`src/hw/rtl/iirtdf2_pkg.sv`:
```
package iirtdf2_pkg;

  // fixed field widths
  localparam int SAMPLE_W    = 16;
  localparam int COEF_W      = 16;
  localparam int CELL_W      = 40;
  localparam int PROD_W      = COEF_W + SAMPLE_W;
  localparam int SUM_W       = 60;
  localparam int CFG_W       = 64;
  localparam int CFG_INDEX_W = 3;
  localparam int TAP_COUNT_W = 4;
  localparam int COEFS_PER_WORD = CFG_W / COEF_W;

  // defaults for top-level parameters
  localparam int MAX_TAPS_DEF       = 8;
  localparam int COEF_FRAC_BITS_DEF = 12;

  localparam logic signed [SUM_W-1:0] CELL_MAX =
    {{(SUM_W-CELL_W+1){1'b0}}, {(CELL_W-1){1'b1}}};
  localparam logic signed [SUM_W-1:0] CELL_MIN =
    {{(SUM_W-CELL_W+1){1'b1}}, {(CELL_W-1){1'b0}}};

  typedef enum logic [CFG_INDEX_W-1:0] {
    REG_TAP_COUNT   = 3'd0,
    REG_NUM_LOW     = 3'd1,
    REG_NUM_HIGH    = 3'd2,
    REG_DEN_LOW     = 3'd3,
    REG_DEN_HIGH    = 3'd4
  } reg_index_t;

  typedef enum logic [1:0] {
    ST_IDLE,
    ST_HEAD,
    ST_TAIL,
    ST_FINISH
  } state_t;

  typedef struct packed {
    logic signed [SAMPLE_W-1:0] sample_in;
    logic                       start_of_signal;
  } in_t;

  typedef struct packed {
    logic signed [SAMPLE_W-1:0] sample_out;
    logic                       clipped;
  } out_t;

  // per-cell control from the sequencer
  typedef struct packed {
    logic clear;     // start of signal: zero the delay state
    logic load_bx;   // register b*x
    logic load_aw;   // register rounded a*w0
    logic update;    // write new delay value
    logic use_next;  // neighbor is an active cell
  } cell_ctrl_t;

  function automatic logic signed [CELL_W-1:0] sat_cell(input logic signed [SUM_W-1:0] v);
    logic signed [CELL_W-1:0] r;
    if (v > CELL_MAX) begin
      r = CELL_MAX[CELL_W-1:0];
    end else if (v < CELL_MIN) begin
      r = CELL_MIN[CELL_W-1:0];
    end else begin
      r = v[CELL_W-1:0];
    end
    return r;
  endfunction

endpackage

```
`src/hw/rtl/iirtdf2_cell.sv`:
```
module iirtdf2_cell #(
  parameter int FRAC_BITS = iirtdf2_pkg::COEF_FRAC_BITS_DEF
) (
  input  logic                                      clk,
  input  logic                                      rst,
  input  iirtdf2_pkg::cell_ctrl_t                   ctrl,
  input  logic signed [iirtdf2_pkg::COEF_W-1:0]     b_coef,
  input  logic signed [iirtdf2_pkg::COEF_W-1:0]     a_coef,
  input  logic signed [iirtdf2_pkg::SAMPLE_W-1:0]   x,
  input  logic signed [iirtdf2_pkg::CELL_W-1:0]     w0,
  input  logic signed [iirtdf2_pkg::CELL_W-1:0]     next_state,
  output logic signed [iirtdf2_pkg::CELL_W-1:0]     state
);

  localparam int AW_PROD_W = iirtdf2_pkg::COEF_W + iirtdf2_pkg::CELL_W;
  localparam int AW_W      = AW_PROD_W + 1 - FRAC_BITS;
  localparam logic signed [AW_PROD_W:0] HALF = (AW_PROD_W+1)'(1) << (FRAC_BITS - 1);

  logic signed [iirtdf2_pkg::PROD_W-1:0] bx;
  logic signed [AW_W-1:0]                aw;
  logic signed [AW_PROD_W-1:0]           aw_prod;
  logic signed [AW_PROD_W:0]             aw_rounded;
  logic signed [iirtdf2_pkg::CELL_W-1:0] nxt;
  logic signed [iirtdf2_pkg::SUM_W-1:0]  sum;

  // rounding shift: floor((p + half) / 2^F) is an arithmetic shift
  assign aw_prod    = a_coef * w0;
  assign aw_rounded = (AW_PROD_W+1)'(aw_prod) + HALF;

  assign nxt = ctrl.use_next ? next_state : '0;
  assign sum = iirtdf2_pkg::SUM_W'(nxt) + iirtdf2_pkg::SUM_W'(bx)
             - iirtdf2_pkg::SUM_W'(aw);

  always_ff @(posedge clk) begin
    if (ctrl.load_bx) begin
      bx <= b_coef * x;
    end
    if (ctrl.load_aw) begin
      aw <= $signed(aw_rounded[AW_PROD_W:FRAC_BITS]);
    end
  end

  always_ff @(posedge clk) begin
    if (rst || ctrl.clear) begin
      state <= '0;
    end else if (ctrl.update) begin
      state <= iirtdf2_pkg::sat_cell(sum);
    end
  end

endmodule

```
`config.mk`:
```
export PLATFORM = sky130hd
export DESIGN_NAME = iirtdf2_cell
export DESIGN_NICKNAME = d
export VERILOG_FILES = /design/src/hw/rtl/iirtdf2_pkg.sv /design/src/hw/rtl/iirtdf2_cell.sv
export SDC_FILE = /design/constraint.sdc
export NUM_CORES = 2
export LEC_CHECK = 0
export BUFFER_PORTS_ARGS = -buffer_cell sky130_fd_sc_hd__buf_2
export CAP_MARGIN = 20
export CELL_PAD_IN_SITES_DETAIL_PLACEMENT = 1
export CELL_PAD_IN_SITES_GLOBAL_PLACEMENT = 1
export CORE_MARGIN = 4
export CORE_UTILIZATION = 51
export CTS_CLUSTER_SIZE = 14
export DETAILED_ROUTE_END_ITERATION = 16
export GPL_TIMING_DRIVEN = 1
export PLACE_DENSITY_LB_ADDON = 0.2
export SLEW_MARGIN = 0
export SYNTH_ARGS = -nofsm -noshare
export SYNTH_HDL_FRONTEND = slang
export SYNTH_SLANG_ARGS = --single-unit
```
`constraint.sdc`:
```
create_clock -name clk -period 9.7 [get_ports clk]
set_input_delay 1.455 -clock clk [delete_from_list [all_inputs] [get_ports clk]]
set_output_delay 1.455 -clock clk [all_outputs]
set_load 0.02 [all_outputs]
```
==> results by stage <==
Placed design:
- The placed cell count is around 5400.
- At the placement stage, the worst setup path has a slack of around 820 ps.
- The post-placement cell area is 0.04074 sq mm.
- Routability-driven placement finished with a final weighted congestion of between 0.9 and 1.
- The number of buffer cells added on primary ports is 174.
- Detailed placement ended at an HPWL of 94.03 mm.

Route:
- Dividing the detail-routed wire length by the instance count gives 21.10 microns.
- The routed via count divided by cell count is between 5 and 6.
- After detailed routing, the met3 layer carries 6.074 mm of wire.
- Summed over all nets, wire length on met2 after detailed routing comes to around 59 mm.
- The length of routed wiring on met1 is 45.32 mm.
- After detailed routing, the number of remaining DRC violations is 0.
- The first detailed-routing pass took 5 iterations.
- After detailed routing, the total wire length is between 100 and 150 mm.
- The top metal layer carrying routed signals is met4.
- The DRC violation total after the first TritonRoute iteration is 1656.
- The detail route stage leaves a number of antenna-violating nets equal to 0.
- The via total after detailed routing is 29660.

Timing:
- The shortest period the worst path allows is ~8500 ps.
- Setup total negative slack on the finished layout was measured at 0 ps.
- The slew at the pin closest to its max-slew limit is around 1100 ps.
- For the final database, setup skew stands at 12.67 ps.
- The hold violation count in the final report is 0.
- The ratio of final minimum period to clock period is 87.73%.
- Setup repair after global routing left no endpoint under its margin.
- Setup violations remaining at the end of the flow were counted as 0.
- The worst max-slew margin expressed relative to the limit is between 20% and 30%.
- The count of final max-slew check failures is 0.
- The final setup slack of the worst path is 1191 ps.
- The highest clock frequency the design can meet is approximately 120 MHz.

Logic synthesis:
- The net count after synthesis is 5682.
- After synthesis the cells add up to roughly 0.039 sq mm.
- The synthesized design contains 117 register bits.
- After Yosys synthesis, XOR and XNOR cells account for 2.551% of the synthesized area.
- The Yosys warning count is 0.
- The largest family of logic cells by synthesized area is adder cells.
- Summing the areas of all fa, ha and maj instances in the mapped netlist gives 54.66% of the synthesized area.
- The synthesized netlist devotes 6.857% of its cell area to compound gates.
- The post-synthesis mux area share is 0.07672%.
- After synthesis, the netlist uses 73 different library cells.
- The synthesized design contains 77 enable-type register cells.
- After synthesis, the mean cell area works out to 8.931 sq um.
- The fraction of synthesis flops using an asynchronous set or reset pin is 0%.
- The most used flip-flop cell after synthesis is sky130_fd_sc_hd__edfxtp_1.
- Summing the areas of all and, or, nand and nor instances in the mapped netlist gives between 10% and 20% of the synthesized area.
- After technology mapping, the gate count stands at between 4000 and 5000.
- The share of synthesized area occupied by flip-flops and latches is between 7 and 8%.

Setup path:
- The capturing point of the worst reg2reg path is state[21].
- In this run the critical register-to-register path is launched from bx[31].
- Measured in cells, the most critical reg-to-reg path has a length of 15.
- At the worst endpoint, the required time is 10010 ps.
- For the worst setup path, the data arrival time is around 8800 ps.
- The register-to-register setup slack is 4530 ps.
- The critical path is of the in2reg type.
- The critical path endpoint category is a register.
- The startpoint type of the worst setup path is an input port.
- Along the worst path, the maximum fanout reaches 39.

Min path:
- For hold timing, the worst endpoint is state[39].
- The cell depth of the worst min-delay path is 2.
- The type of the tightest min-delay check is reg2reg.
- The origin of the worst min-delay path is state[39].

Finish:
- After routing the design area is between 0.04 and 0.05 sq mm.
- In the final layout, the share of cells above drive strength 1 is 5.523%.
- The multi-input combinational cells in the finished layout cover a total of just over 0.03 sq mm.
- The final layout contains 5722 nets.
- The most common library cell in the layout ignoring fill and taps is sky130_fd_sc_hd__inv_1.
- Once layout is complete, the cells apart from fillers number 5468.
- Leaving out fill and tap cells, the most frequent cells in the layout are sky130_fd_sc_hd__inv_1, sky130_fd_sc_hd__fa_1, sky130_fd_sc_hd__nand2_1.
- Across the whole layout, storage elements account for 0.003113 sq mm.
- The relative area change from synthesis to final layout is 5.750%.
- The count of fill cells added during filler insertion is 8941.

Clock network:
- The clock passes through at most 2 buffers.
- The total clock buffers created by CTS is 17.
- The tree built by TritonCTS fans out to 117 sinks.
- For this design, the CTS-stage hold fixing added 0 buffers.
- The number of gates resized after cts is 0.
- CTS placed an instance of sky130_fd_sc_hd__clkbuf_16 at the clock tree root.
- The clock tree from TritonCTS is done.
- Post-CTS timing repair inserted 0 buffers for setup.
- The deepest level of the CTS H-tree is 4.
- The clock latency on the worst-skew pair is 450 ps.
- Clock-pin slew was measured on the worst setup and hold paths at about 60 ps.

Floorplanning:
- The floorplan step set the die height to 285.0 microns.
- The core region is 0.07595 sq mm.
- The die covers 0.08125 sq mm.
- The die is 285.0 microns wide.
- For this configuration, the core starts out at a cell density of 51.54%.
- The top-level I/O count is roughly 180.
- The initialized floorplan defines 101 standard-cell rows.

GRT:
- The number of global-route vias before repair is approximately 34000.
- The number of antenna violations at the first check in global routing was 4.
- The first global-routing pass estimated 186.0 mm of wire.
- The global-route usage over all layers is 29.33%.
- Entering global routing, the biggest net connects 46 pins.
- The leftover overflow at the end of global routing is 0.

Job:
- The number of maximum-capacitance violations is 0.

Status:
- The flow ran to the end, and the final reports show no timing, DRC or antenna violations.
kinds of logic after synthesis:
kind of cell               after synthesis
AOI/OAI and AO/OA                      410
xor gates and xnor gates               114
adders and majority gates             1164
buffers and inverters                 1338
DFF                                    117
muxes                                    3
and+or+nand+nor                       1237
per-layer routing:
layer  vias to the layer above  track usage [%]
met3                       268            3.837
met2                       876            51.82
li1                      12990                -
met5                         -                0
met1                     15520            36.63
met4                         0            11.60
registers in the layout (all words and copies together), names as in the netlist:
| signal | count |
|---|---|
| aw | 45 |
| bx | 32 |
| state | 40 |
critical path: stages:
cell and delay [ps]:
sky130_fd_sc_hd__buf_2 720, sky130_fd_sc_hd__nand2_1 200, sky130_fd_sc_hd__fa_1 550, sky130_fd_sc_hd__fa_1 530, sky130_fd_sc_hd__fa_1 530, sky130_fd_sc_hd__inv_1 60, sky130_fd_sc_hd__fa_1 500, sky130_fd_sc_hd__fa_1 490
sky130_fd_sc_hd__inv_1 50, sky130_fd_sc_hd__fa_1 480, sky130_fd_sc_hd__inv_1 50, sky130_fd_sc_hd__ha_1 330, sky130_fd_sc_hd__o21a_1 190, sky130_fd_sc_hd__o21bai_1 250, sky130_fd_sc_hd__o21ai_0 200, sky130_fd_sc_hd__a2111oi_0 380
sky130_fd_sc_hd__nand2_1 270, sky130_fd_sc_hd__o31a_1 360, sky130_fd_sc_hd__a32oi_1 460, sky130_fd_sc_hd__a211oi_1 230, sky130_fd_sc_hd__or3_1 410, sky130_fd_sc_hd__nand3_1 80
worst max-delay path by stage:
stage | cells past startpoint | end | start
after detailed placement | 25 | aw[44] | a_coef[1]
after global routing | 25 | aw[43] | a_coef[1]
after floorplan | 23 | aw[44] | a_coef[1]
final | 22 | aw[44] | a_coef[1]
after global placement | 22 | aw[44] | a_coef[1]
after CTS | 22 | aw[44] | a_coef[1]
layout make-up:
| class | instances | area share [%] |
|---|---|---|
| timing repair buffer | 191 | 2.473 |
| clock buffer | 18 | 1.037 |
| antenna | 2 | 0.01209 |
| tap | 1030 | 3.113 |
| multi-input combinational | 2928 | 74.78 |
| inverter | 1168 | 10.59 |
| sequential | 117 | 7.520 |
| clock inverter | 14 | 0.4776 |
cells in the mapped netlist, types with 7 or more instances:
cell type,n,area (sq um)
sky130_fd_sc_hd__nor2_1,103,386.6
sky130_fd_sc_hd__and3_1,11,68.82
sky130_fd_sc_hd__o21bai_1,15,112.6
sky130_fd_sc_hd__a21oi_1,110,550.5
sky130_fd_sc_hd__nor2b_1,12,75.07
sky130_fd_sc_hd__xnor2_1,86,753.2
sky130_fd_sc_hd__a31oi_1,9,56.30
sky130_fd_sc_hd__nand2b_1,52,325.3
sky130_fd_sc_hd__o221a_2,7,78.83
sky130_fd_sc_hd__o211ai_1,9,67.56
sky130_fd_sc_hd__edfxtp_1,77,2312
sky130_fd_sc_hd__dfxtp_1,40,800.8
sky130_fd_sc_hd__inv_1,1167,4380
sky130_fd_sc_hd__and2_1,314,1964
sky130_fd_sc_hd__xor2_1,28,245.2
sky130_fd_sc_hd__nand4_1,13,81.33
sky130_fd_sc_hd__o21ai_0,80,400.4
sky130_fd_sc_hd__fa_1,910,18220
sky130_fd_sc_hd__clkbuf_1,159,596.8
sky130_fd_sc_hd__o21a_1,22,165.2
sky130_fd_sc_hd__o22ai_1,31,193.9
sky130_fd_sc_hd__buf_6,7,78.83
sky130_fd_sc_hd__nor3_1,34,170.2
sky130_fd_sc_hd__nand2_1,640,2402
sky130_fd_sc_hd__a211oi_1,12,90.09
sky130_fd_sc_hd__or3_1,7,43.79
sky130_fd_sc_hd__ha_1,254,3178
sky130_fd_sc_hd__nand3_1,29,145.1
sky130_fd_sc_hd__a21o_1,61,457.9
stage by stage:
| step | hold slack [ps] | utilization (%) |
|---|---|---|
| after global routing | 563.7 | 54.50 |
| final | 538.3 | 54.50 |
| after detailed placement | 512.0 | 53.64 |
| after floorplan | 585.5 | - |
| after CTS | 543.7 | 54.47 |
| after global placement | 508.6 | 53.64 |
Power is left out: the tool's default activity adds up to more than one toggle a clock period on the data nets, which glitch-free logic cannot reach.
